--- src/design/hrc_pkg.sv ---
// ----------------------------------------------------------------------------
// hrc_pkg
// Shared widths, parameter defaults, register indexes, reset values and the
// gate code for the hysteresis-gated ramped crossfade.
// ----------------------------------------------------------------------------
package hrc_pkg;

    // Fixed field widths
    localparam int IN_W       = 32;
    localparam int OFFSET_W   = 31;
    localparam int STEP_W     = 16;
    localparam int GATE_W     = 8;
    localparam int CFG_IDX_W  = 8;
    localparam int CFG_DATA_W = 32;

    // Parameter defaults
    localparam int DEF_VALUE_WIDTH      = 32;
    localparam int DEF_FACTOR_FRAC_BITS = 15;

    // Configuration register indexes
    localparam logic [CFG_IDX_W-1:0] CFG_HIGH_OFFSET    = 8'd0;
    localparam logic [CFG_IDX_W-1:0] CFG_BAND_WIDTH     = 8'd1;
    localparam logic [CFG_IDX_W-1:0] CFG_RAMP_DOWN_STEP = 8'd2;
    localparam logic [CFG_IDX_W-1:0] CFG_RAMP_UP_STEP   = 8'd3;

    // Configuration reset values
    localparam logic [OFFSET_W-1:0] RST_HIGH_OFFSET    = 31'd655360000;
    localparam logic [OFFSET_W-1:0] RST_BAND_WIDTH     = 31'd6553600;
    localparam logic [STEP_W-1:0]   RST_RAMP_DOWN_STEP = 16'd1638;
    localparam logic [STEP_W-1:0]   RST_RAMP_UP_STEP   = 16'd32768;

    // Gate code that allows the factor to ramp down
    localparam logic [GATE_W-1:0] GATE_RAMP_DOWN = 8'd1;

endpackage

--- src/design/hysteresis_ramped_crossfade.sv ---
// ----------------------------------------------------------------------------
// hysteresis_ramped_crossfade
// Hysteresis-gated Q1.15 blend factor and saturated Q16.16 crossfade.
// ----------------------------------------------------------------------------
// Pipeline: an accepted input transaction passes through the input register,
// the product register and the result register before its result is valid.
// Throughput: one transaction per cycle; the pipeline stalls as a whole only
// while a result is held on the output.
// Reset: synchronous, active low; clears valids, flag and factor, and loads
// the configuration reset values.
module hysteresis_ramped_crossfade #(
    parameter int VALUE_WIDTH      = hrc_pkg::DEF_VALUE_WIDTH,
    parameter int FACTOR_FRAC_BITS = hrc_pkg::DEF_FACTOR_FRAC_BITS
) (
    input  logic                                aclk,
    input  logic                                aresetn,
    // configuration write
    input  logic                                cfg_valid,
    output logic                                cfg_ready,
    input  logic        [hrc_pkg::CFG_IDX_W-1:0]  cfg_index,
    input  logic        [hrc_pkg::CFG_DATA_W-1:0] cfg_data,
    // input transaction
    input  logic                                s_valid,
    output logic                                s_ready,
    input  logic signed [hrc_pkg::IN_W-1:0]     s_sample,
    input  logic signed [hrc_pkg::IN_W-1:0]     s_threshold_base,
    input  logic        [hrc_pkg::GATE_W-1:0]   s_gate_byte,
    input  logic signed [hrc_pkg::IN_W-1:0]     s_term_a,
    input  logic signed [hrc_pkg::IN_W-1:0]     s_term_b,
    input  logic signed [hrc_pkg::IN_W-1:0]     s_term_c,
    input  logic signed [hrc_pkg::IN_W-1:0]     s_target_term,
    input  logic signed [hrc_pkg::IN_W-1:0]     s_add_term,
    input  logic signed [hrc_pkg::IN_W-1:0]     s_sub_term,
    // result transaction
    output logic                                m_valid,
    input  logic                                m_ready,
    output logic signed [VALUE_WIDTH-1:0]       m_blended_value,
    output logic        [FACTOR_FRAC_BITS:0]    m_blend_factor_out,
    output logic                                m_hysteresis_flag,
    output logic        [hrc_pkg::GATE_W-1:0]   m_gate_echo
);

    localparam int FW = FACTOR_FRAC_BITS + 1;
    localparam logic [FW-1:0] FACTOR_ONE = FW'(1) << FACTOR_FRAC_BITS;

    // configuration registers
    logic [hrc_pkg::OFFSET_W-1:0] high_offset_reg;
    logic [hrc_pkg::OFFSET_W-1:0] band_width_reg;
    logic [hrc_pkg::STEP_W-1:0]   ramp_down_step_reg;
    logic [hrc_pkg::STEP_W-1:0]   ramp_up_step_reg;

    // pipeline control
    logic en;
    logic in_valid_reg;
    logic mid_valid_reg;
    logic out_valid_reg;

    // input register
    logic signed [hrc_pkg::IN_W-1:0]   sample_reg;
    logic signed [hrc_pkg::IN_W-1:0]   base_reg;
    logic        [hrc_pkg::GATE_W-1:0] gate_reg;
    logic signed [hrc_pkg::IN_W-1:0]   term_a_reg;
    logic signed [hrc_pkg::IN_W-1:0]   term_b_reg;
    logic signed [hrc_pkg::IN_W-1:0]   term_c_reg;
    logic signed [hrc_pkg::IN_W-1:0]   target_reg;
    logic signed [hrc_pkg::IN_W-1:0]   add_reg;
    logic signed [hrc_pkg::IN_W-1:0]   sub_reg;

    // side fields following the datapath
    logic                        flag_new;
    logic [FW-1:0]               factor_new;
    logic                        mid_flag_reg;
    logic [FW-1:0]               mid_factor_reg;
    logic [hrc_pkg::GATE_W-1:0]  mid_gate_reg;
    logic                        out_flag_reg;
    logic [FW-1:0]               out_factor_reg;
    logic [hrc_pkg::GATE_W-1:0]  out_gate_reg;

    // Configuration writes; indexes outside the list are dropped
    assign cfg_ready = 1'b1;

    always_ff @(posedge aclk) begin
        if (!aresetn) begin
            high_offset_reg    <= hrc_pkg::RST_HIGH_OFFSET;
            band_width_reg     <= hrc_pkg::RST_BAND_WIDTH;
            ramp_down_step_reg <= hrc_pkg::RST_RAMP_DOWN_STEP;
            ramp_up_step_reg   <= hrc_pkg::RST_RAMP_UP_STEP;
        end else if (cfg_valid) begin
            unique case (cfg_index)
                hrc_pkg::CFG_HIGH_OFFSET: begin
                    high_offset_reg <= cfg_data[hrc_pkg::OFFSET_W-1:0];
                end
                hrc_pkg::CFG_BAND_WIDTH: begin
                    band_width_reg <= cfg_data[hrc_pkg::OFFSET_W-1:0];
                end
                hrc_pkg::CFG_RAMP_DOWN_STEP: begin
                    ramp_down_step_reg <= cfg_data[hrc_pkg::STEP_W-1:0];
                end
                hrc_pkg::CFG_RAMP_UP_STEP: begin
                    ramp_up_step_reg <= cfg_data[hrc_pkg::STEP_W-1:0];
                end
                default: begin
                end
            endcase
        end
    end

    // Whole pipeline advances unless a result is held on the output
    assign en      = !out_valid_reg || m_ready;
    assign s_ready = en;

    always_ff @(posedge aclk) begin
        if (!aresetn) begin
            in_valid_reg  <= 1'b0;
            mid_valid_reg <= 1'b0;
            out_valid_reg <= 1'b0;
        end else if (en) begin
            in_valid_reg  <= s_valid;
            mid_valid_reg <= in_valid_reg;
            out_valid_reg <= mid_valid_reg;
        end
    end

    // Input register
    always_ff @(posedge aclk) begin
        if (en && s_valid) begin
            sample_reg <= s_sample;
            base_reg   <= s_threshold_base;
            gate_reg   <= s_gate_byte;
            term_a_reg <= s_term_a;
            term_b_reg <= s_term_b;
            term_c_reg <= s_term_c;
            target_reg <= s_target_term;
            add_reg    <= s_add_term;
            sub_reg    <= s_sub_term;
        end
    end

    // Flag and factor; state moves only with a real transaction
    hrc_ramp #(
        .FACTOR_FRAC_BITS (FACTOR_FRAC_BITS)
    ) u_ramp (
        .aclk           (aclk),
        .aresetn        (aresetn),
        .update         (en && in_valid_reg),
        .sample         (sample_reg),
        .threshold_base (base_reg),
        .gate_byte      (gate_reg),
        .high_offset    (high_offset_reg),
        .band_width     (band_width_reg),
        .ramp_down_step (ramp_down_step_reg),
        .ramp_up_step   (ramp_up_step_reg),
        .flag_new       (flag_new),
        .factor_new     (factor_new)
    );

    // Blend datapath
    hrc_blend #(
        .VALUE_WIDTH      (VALUE_WIDTH),
        .FACTOR_FRAC_BITS (FACTOR_FRAC_BITS)
    ) u_blend (
        .aclk        (aclk),
        .en          (en),
        .factor      (factor_new),
        .term_a      (term_a_reg),
        .term_b      (term_b_reg),
        .term_c      (term_c_reg),
        .target_term (target_reg),
        .add_term    (add_reg),
        .sub_term    (sub_reg),
        .result      (m_blended_value)
    );

    // Side fields delayed alongside the datapath
    always_ff @(posedge aclk) begin
        if (en) begin
            mid_flag_reg   <= flag_new;
            mid_factor_reg <= factor_new;
            mid_gate_reg   <= gate_reg;
            out_flag_reg   <= mid_flag_reg;
            out_factor_reg <= mid_factor_reg;
            out_gate_reg   <= mid_gate_reg;
        end
    end

    assign m_valid            = out_valid_reg;
    assign m_blend_factor_out = out_factor_reg;
    assign m_hysteresis_flag  = out_flag_reg;
    assign m_gate_echo        = out_gate_reg;

    // Factor never leaves [0, 1.0]
    assert property (@(posedge aclk) disable iff (!aresetn)
        m_valid |-> (m_blend_factor_out <= FACTOR_ONE))
        else $error("blend factor above 1.0");

    // A stalled pipeline keeps its middle transaction
    assert property (@(posedge aclk) disable iff (!aresetn)
        (mid_valid_reg && !en) |=> mid_valid_reg)
        else $error("transaction lost in stalled pipeline");

    // No result straight out of reset
    assert property (@(posedge aclk)
        !aresetn |=> !m_valid)
        else $error("result valid after reset");

endmodule

--- src/design/hrc_ramp.sv ---
// ----------------------------------------------------------------------------
// hrc_ramp
// Hysteresis flag and ramped blend factor. Holds both as state and returns
// the updated values for the transaction currently in the input register.
// ----------------------------------------------------------------------------
module hrc_ramp #(
    parameter int FACTOR_FRAC_BITS = hrc_pkg::DEF_FACTOR_FRAC_BITS
) (
    input  logic                               aclk,
    input  logic                               aresetn,
    input  logic                               update,
    input  logic signed [hrc_pkg::IN_W-1:0]    sample,
    input  logic signed [hrc_pkg::IN_W-1:0]    threshold_base,
    input  logic        [hrc_pkg::GATE_W-1:0]  gate_byte,
    input  logic        [hrc_pkg::OFFSET_W-1:0] high_offset,
    input  logic        [hrc_pkg::OFFSET_W-1:0] band_width,
    input  logic        [hrc_pkg::STEP_W-1:0]  ramp_down_step,
    input  logic        [hrc_pkg::STEP_W-1:0]  ramp_up_step,
    output logic                               flag_new,
    output logic        [FACTOR_FRAC_BITS:0]   factor_new
);

    localparam int FW    = FACTOR_FRAC_BITS + 1;
    localparam int SW    = ((FW > hrc_pkg::STEP_W) ? FW : hrc_pkg::STEP_W) + 2;
    localparam int UPR_W = hrc_pkg::IN_W + 2;
    localparam int LWR_W = hrc_pkg::IN_W + 3;
    localparam logic [FW-1:0]        ONE     = FW'(1) << FACTOR_FRAC_BITS;
    localparam logic signed [SW-1:0] ONE_EXT = SW'(1) <<< FACTOR_FRAC_BITS;

    logic                     flag_reg;
    logic [FW-1:0]            factor_reg;
    logic signed [UPR_W-1:0]  upper;
    logic signed [LWR_W-1:0]  lower;
    logic signed [SW-1:0]     f_ext;
    logic signed [SW-1:0]     f_down;
    logic signed [SW-1:0]     f_up;
    logic                     ramp_down;

    // Trip levels, exact
    assign upper = UPR_W'(threshold_base) + UPR_W'($signed({1'b0, high_offset}));
    assign lower = LWR_W'(upper) - LWR_W'($signed({1'b0, band_width}));

    // Hysteresis: set at or above upper, clear below lower, else hold
    always_comb begin
        if (LWR_W'(sample) >= LWR_W'(upper)) begin
            flag_new = 1'b1;
        end else if (LWR_W'(sample) < lower) begin
            flag_new = 1'b0;
        end else begin
            flag_new = flag_reg;
        end
    end

    // Factor ramp with floor at zero and cap at one
    assign ramp_down = (gate_byte == hrc_pkg::GATE_RAMP_DOWN) && !flag_new;
    assign f_ext     = SW'($signed({1'b0, factor_reg}));
    assign f_down    = f_ext - SW'($signed({1'b0, ramp_down_step}));
    assign f_up      = f_ext + SW'($signed({1'b0, ramp_up_step}));

    always_comb begin
        if (ramp_down) begin
            factor_new = (f_down < 0) ? '0 : f_down[FW-1:0];
        end else begin
            factor_new = (f_up > ONE_EXT) ? ONE : f_up[FW-1:0];
        end
    end

    // State
    always_ff @(posedge aclk) begin
        if (!aresetn) begin
            flag_reg   <= 1'b0;
            factor_reg <= '0;
        end else if (update) begin
            flag_reg   <= flag_new;
            factor_reg <= factor_new;
        end
    end

endmodule

--- src/design/hrc_blend.sv ---
// ----------------------------------------------------------------------------
// hrc_blend
// Two-stage blend datapath: products registered, then sum, round to
// nearest (ties up) and saturate into the result register.
// ----------------------------------------------------------------------------
module hrc_blend #(
    parameter int VALUE_WIDTH      = hrc_pkg::DEF_VALUE_WIDTH,
    parameter int FACTOR_FRAC_BITS = hrc_pkg::DEF_FACTOR_FRAC_BITS
) (
    input  logic                             aclk,
    input  logic                             en,
    input  logic        [FACTOR_FRAC_BITS:0] factor,
    input  logic signed [hrc_pkg::IN_W-1:0]  term_a,
    input  logic signed [hrc_pkg::IN_W-1:0]  term_b,
    input  logic signed [hrc_pkg::IN_W-1:0]  term_c,
    input  logic signed [hrc_pkg::IN_W-1:0]  target_term,
    input  logic signed [hrc_pkg::IN_W-1:0]  add_term,
    input  logic signed [hrc_pkg::IN_W-1:0]  sub_term,
    output logic signed [VALUE_WIDTH-1:0]    result
);

    localparam int FW    = FACTOR_FRAC_BITS + 1;
    localparam int S_W   = hrc_pkg::IN_W + 2;
    localparam int D_W   = hrc_pkg::IN_W + 1;
    localparam int PT_W  = hrc_pkg::IN_W + FW + 1;
    localparam int PS_W  = S_W + FW + 1;
    localparam int ACC_W = PS_W + 2;
    localparam int CMP_W = (ACC_W > VALUE_WIDTH) ? ACC_W : VALUE_WIDTH + 1;
    localparam logic [FW-1:0]           ONE  = FW'(1) << FACTOR_FRAC_BITS;
    localparam logic signed [ACC_W-1:0] HALF = ACC_W'(1) <<< (FACTOR_FRAC_BITS - 1);
    localparam logic signed [CMP_W-1:0] VMAX =
        {{(CMP_W - VALUE_WIDTH + 1){1'b0}}, {(VALUE_WIDTH - 1){1'b1}}};
    localparam logic signed [CMP_W-1:0] VMIN =
        {{(CMP_W - VALUE_WIDTH + 1){1'b1}}, {(VALUE_WIDTH - 1){1'b0}}};

    logic signed [S_W-1:0]   sum3;
    logic signed [D_W-1:0]   diff;
    logic        [FW-1:0]    weight;
    logic signed [PT_W-1:0]  pt_next;
    logic signed [PS_W-1:0]  ps_next;
    logic signed [PT_W-1:0]  pt_reg;
    logic signed [PS_W-1:0]  ps_reg;
    logic signed [D_W-1:0]   diff_reg;
    logic signed [ACC_W-1:0] acc;
    logic signed [CMP_W-1:0] rounded;
    logic signed [VALUE_WIDTH-1:0] result_next;
    logic signed [VALUE_WIDTH-1:0] result_reg;

    // Stage 1: operand sums and the two weighted products
    assign sum3    = S_W'(term_a) + S_W'(term_b) + S_W'(term_c);
    assign diff    = D_W'(add_term) - D_W'(sub_term);
    assign weight  = ONE - factor;
    assign pt_next = PT_W'(target_term) * PT_W'($signed({1'b0, factor}));
    assign ps_next = PS_W'(sum3) * PS_W'($signed({1'b0, weight}));

    always_ff @(posedge aclk) begin
        if (en) begin
            pt_reg   <= pt_next;
            ps_reg   <= ps_next;
            diff_reg <= diff;
        end
    end

    // Stage 2: accumulate, round half up, saturate
    assign acc = ACC_W'(pt_reg) + ACC_W'(ps_reg)
               + (ACC_W'(diff_reg) <<< FACTOR_FRAC_BITS) + HALF;
    assign rounded = CMP_W'(acc) >>> FACTOR_FRAC_BITS;

    always_comb begin
        if (rounded > VMAX) begin
            result_next = VMAX[VALUE_WIDTH-1:0];
        end else if (rounded < VMIN) begin
            result_next = VMIN[VALUE_WIDTH-1:0];
        end else begin
            result_next = rounded[VALUE_WIDTH-1:0];
        end
    end

    always_ff @(posedge aclk) begin
        if (en) begin
            result_reg <= result_next;
        end
    end

    assign result = result_reg;

endmodule
--- config.mk ---
export PLATFORM = sky130hd
export DESIGN_NAME = hysteresis_ramped_crossfade
export DESIGN_NICKNAME = d
export VERILOG_FILES = /design/src/design/hrc_pkg.sv /design/src/design/hysteresis_ramped_crossfade.sv /design/src/design/hrc_ramp.sv /design/src/design/hrc_blend.sv
export SDC_FILE = /design/constraint.sdc
export NUM_CORES = 2
export LEC_CHECK = 0
export BUFFER_PORTS_ARGS = -buffer_cell sky130_fd_sc_hd__buf_4
export CAP_MARGIN = 20
export CORE_MARGIN = 2
export CORE_UTILIZATION = 40
export CTS_CLUSTER_DIAMETER = 100
export DETAILED_ROUTE_END_ITERATION = 10
export MAX_ROUTING_LAYER = met4
export PLACE_DENSITY = 0.53
export SETUP_SLACK_MARGIN = 0.02
export SLEW_MARGIN = 20
export SYNTH_ARGS = -nofsm -noshare
export SYNTH_HDL_FRONTEND = slang
export SYNTH_SLANG_ARGS = --single-unit
--- constraint.sdc ---
create_clock -name aclk -period 48.3 [get_ports aclk]
set_clock_uncertainty 0.15 [all_clocks]
set_input_delay 12.075 -clock aclk [delete_from_list [all_inputs] [get_ports aclk]]
set_output_delay 12.075 -clock aclk [all_outputs]
set_load 0.05 [all_outputs]
## Yosys cells after proc, flatten, opt, wreduce, memory -nomap -nowiden

Cells that the tools add are included.

| storage, ports and cells | value |
|---|---|
| logic and storage cells | 68 |
| bits in registers | 593 |
| input bits | 309 |

| cells by class | value |
|---|---|
| add/sub/neg operators | 11 |
| mux-type cells | 6 |
| multipliers | 2 |
| $lt $le $gt $ge | 6 |
| eq/ne operators | 4 |
| reduce and logical (&&, ||, !) cells | 11 |

Operator list:

| operator | count |
|---|---|
| adder 32 x 32 -> 33 bit | 2 |
| adder 52 x 48 -> 53 bit | 1 |
| adder 53 x 16 -> 53 bit, second input constant | 1 |
| adder 49 x 51 -> 52 bit | 1 |
| multiplier 34 x 17 -> 51 bit | 1 |
| multiplier 32 x 17 -> 49 bit | 1 |
| 2-to-1 mux 16 bit | 3 |
| > comparator 38 x 32 -> 1 bit, second input constant | 1 |
| less-than comparator 38 x 32 -> 1 bit, second input constant | 1 |
| less-than comparator 32 x 35 -> 1 bit | 1 |
| adder 33 x 32 -> 34 bit | 1 |
| subtractor 33 x 32 -> 34 bit | 1 |
| >= comparator 32 x 33 -> 1 bit | 1 |
| subtractor 32 x 32 -> 33 bit | 1 |
| 2-to-1 mux 32 bit | 1 |
| > comparator 18 x 17 -> 1 bit, second input constant | 1 |
| adder 16 x 16 -> 17 bit | 1 |
| less-than comparator 17 x 1 -> 1 bit, second input constant | 1 |
| subtractor 16 x 16 -> 17 bit | 1 |
| == test 8 x 1 -> 1 bit, second input constant | 2 |
| == test 8 x 2 -> 1 bit, second input constant | 2 |
| subtractor 16 bit, first input constant | 1 |
| logical NOT 8 bit | 1 |
| AND reduction 2 bit | 4 |
| other kinds (4) | 8 |

## Depth between registers and ports, before layout

| depth | value |
|---|---|
| word-level depth | 10 |
| depth in mapped cells | 71 |
| gate-level depth less buffers | 67 |

## Hierarchy

From an unflattened synthesis, not the netlist that was laid out.

| unflattened totals | value |
|---|---|
| cells, all modules | 7045 |
| area total of the unflattened synthesis | 70101.0 um^2 |

By module, submodules not included:

| module | seq. area each (um^2) | area each (um^2) | cells an instance | instances |
|---|---|---|---|---|
| hrc_blend | 4954.8 | 49442.4 | 5371 | 1 |
| hysteresis_ramped_crossfade | 11370.9 | 13312.8 | 690 | 1 |
| hrc_ramp | 340.3 | 7345.8 | 984 | 1 |

## Least setup slack after synthesis

OpenSTA, ideal clock, no wires.

| timing | value |
|---|---|
| path type | input -> output |
| start | in m_ready |
| end | out s_ready |
| setup slack | 19.457 ns |
| arrival time | 16.618 ns |
| stages on the path | 2 |
| buffers on the path | 0 |
| cell sequence | nor2b_1 -> inv_1 |

| on the way | value |
|---|---|
| longest elaborated chain between the ends | 1 |

Ends and longest elaborated chain:

| element | RTL line | source |
|---|---|---|
| start: declaration | hysteresis_ramped_crossfade.sv:36 | `input logic m_ready,` |
| logical OR 1 bit | hysteresis_ramped_crossfade.sv:109 | `assign en = !out_valid_reg \|\| m_ready;` |
| end: declaration | hysteresis_ramped_crossfade.sv:24 | `output logic s_ready,` |

Every way passes these cells.

## Final worst setup path

Ends and elaborated chain as after synthesis.

==> impl_metrics.py <==
metrics = {
    "logic_synthesis": {
        "yosysWarnings": 0,
        "synth_flop_cell": "edfxtp_1",
        "syn_inst": 6869,
        "ys_seq_elements": 593,
        "synth_edf_count": 479,
        "ys_types": 100,
        "async_flop_share_pct": 0,
        "seq_area_frac_synth_pct": 24.3,
        "netlist_area_um2": 68500,
        "postSynthAreaPerCell_um2": 9.97,
        "syn_nets": 8785,
    },
    "flow_run": {
        "drv_cap": 0,
    },
    "routing": {
        "vias": 48200,
        "wirelength_um": 181000,
        "postRouteAntennaNets": 0,
        "post-route-drc-count": 0,
        "vias_per_cell": 5.11,
        "routedWlPerCell_um": 19.1,
        "first_iter_violations": 2795,
        "drtPass1Iterations": 5,
    },
    "sta": {
        "rsz0062_at_grt": "false",
        "finalCritPeriodShare_pct": 52.7,
        "worst_hold_slack_ns": 0.265,
        "tns_ns": 0,
        "worst_pin_slew_ns": 1.20,
        "fmax_mhz": 39.3,
        "slew_headroom_pct": 19.1,
        "hold_viol": 0,
        "setup_viol": 0,
        "slew_violations": 0,
        "period_needed_ns": 25.44,
    },
    "placement": {
        "dp_hpwl_um": 145000,
        "io_buffer_count": 366,
        "gp_congestion": 0.886,
        "dp.cells": 9296,
    },
    "floorplanning": {
        "num_io_pins": 369,
        "dieHeight_um": 418,
        "fp.dieW_um": 418,
        "dieArea_um2": 175000,
        "row_count": 151,
        "start_util_pct": 40.4,
        "core-area_um2": 170000,
    },
    "final_layout": {
        "fin_nets": 9071,
        "syn_to_final_growth_pct": 11.5,
        "fillers": 16300,
        "final_cell_count_no_fill": 9437,
        "largest_reg_flops": 51,
        "drive_above_1_share_pct": 9.27,
        "final_common_cell": "inv_1",
        "final_cell_mix": "inv_1, fa_1, nand2_1",
    },
    "cts": {
        "clockBufferDepth": 3,
        "post_cts_buffers": 0,
        "cts_resized": 0,
        "cts_root_buf": "clkbuf_16",
        "cts_buffers": 75,
        "clk_pin_slew_ns": 0.05,
        "htreeDepth": 3,
        "cts_num_sinks": 593,
        "cts_tree": "done",
        "postCtsHoldBufs": 0,
        "clk_latency_ns": 0.73,
    },
    "grt": {
        "antenna_found_initial": 13,
        "grtUsageTotal_pct": 22.0,
        "grt_overflow": 0,
        "grt_pass1_wl_um": 290000,
        "grt_pass1_vias": 50800,
        "grt_max_degree": 85,
    },
    "critical_path": {
        "worstPathCellList": "buf_4 -> nor2b_1 -> inv_8 -> buf_4",
        "crit_type": "primary input to output port",
        "critical_path_required_ns": 36.08,
        "path_delay_family": "buffers and inverters",
        "crit_top_cell": "buf_4",
        "crit_fanout": 51,
        "cpPeakStageDelay_ns": 0.42,
        "critPathBufInv": 3,
        "startpoint_type": "primary input",
        "cp_slowest_cell": "nor2b_1",
        "cp-end-kind": "output port",
        "crit_arrival_ns": 13.21,
    },
    "outcome": {
        "outcome": "finished clean",
    },
    "hold_path": {
        "hold_path_class": "register to register",
    },
}
-- routing by layer --
metal  vias to the layer above  track usage (%)  routed length, um
li1                      22500                -                  -
met1                     24400             29.4              81100
met2                      1056             35.4              86800
met3                       210             2.88               8570
met4                         0             5.58               4170
met5                         -                -                  0
-- cell usage after synthesis, types with 42 or more instances --
master    number  area share (%)
o21ai_0      153             1.1
nand2_1      961             5.3
a21oi_1      368             2.7
nor2_1       233             1.3
nand3_1       65            0.48
inv_1       1301             7.1
nor3_1        45            0.33
a21o_1       171             1.9
and2_1       184             1.7
nand2b_1      52            0.48
dfxtp_1      114             3.3
ha_1         527             9.6
edfxtp_1     479              21
fa_1        1080              32
clkbuf_1     179            0.98
nor2b_1       42            0.38
xnor2_1      196             2.5
xor2_1        94             1.2
-- cell families (layout without fill, tap and decap cells) --
family	after synthesis	count (layout)	synth area share [%]
buf+inv	1536	1881	8.55
fa+ha+maj	1607	1607	41.2
other cells	1	6	0.00548
flops	593	593	24.3
compound gates	1091	1091	10.4
simple gates	1739	1739	11.5
mux	2	2	0.0292
xor+xnor	300	300	3.98
-- worst reg2reg max path: cells and delay by family, from the launching register on --
| kind | cells | cell delay (ns) |
|---|---|---|
| AOI/OAI and AO/OA | 19 | 7.40 |
| adders and majority gates | 12 | 4.82 |
| and+or+nand+nor | 17 | 3.35 |
| buffers and inverters | 10 | 1.95 |
| xor gates and xnor gates | 4 | 0.55 |
| DFF | 1 | 0.39 |
-- path summary, 6_finish.rpt --
path                      from               endpoint  cells after the start  slack [ns]
min reg2reg  mid_factor_reg[4]  m_blend_factor_out[4]                      0        0.26
min          mid_factor_reg[4]  m_blend_factor_out[4]                      0        0.26
max reg2reg        base_reg[0]     u_blend.ps_reg[48]                     62       29.43
max                    m_ready                s_ready                      4       22.86
-- through the flow --
| stage | instance area (um2) | utilization, % | setup WS, ns |
|---|---|---|---|
| 6_report | 76300 | 45.0 | 22.86 |
| 5_1_grt | 76300 | 45.0 | 22.80 |
| 4_1_cts | 76300 | 45.0 | 22.84 |
| 3_5_place_dp | 73800 | 43.5 | 22.84 |
| 3_3_place_gp | 73800 | 43.5 | 22.85 |
| 2_1_floorplan | 68500 | - | 19.46 |
-- area by class of cell --
class	instances	area [um2]	area share, %
clock buffers	90	1960	2.57
inverters	1304	4900	6.42
diodes	5	12.5	0.0164
multi-input cells	4740	46200	60.5
flip-flops and latches	593	16700	21.8
repair buffers	441	3310	4.34
well taps	2218	2780	3.64
clock inverters	46	529	0.693
Power is not shown: default switching activity piles up to over one toggle a cycle in this logic, so the estimate is an artifact.
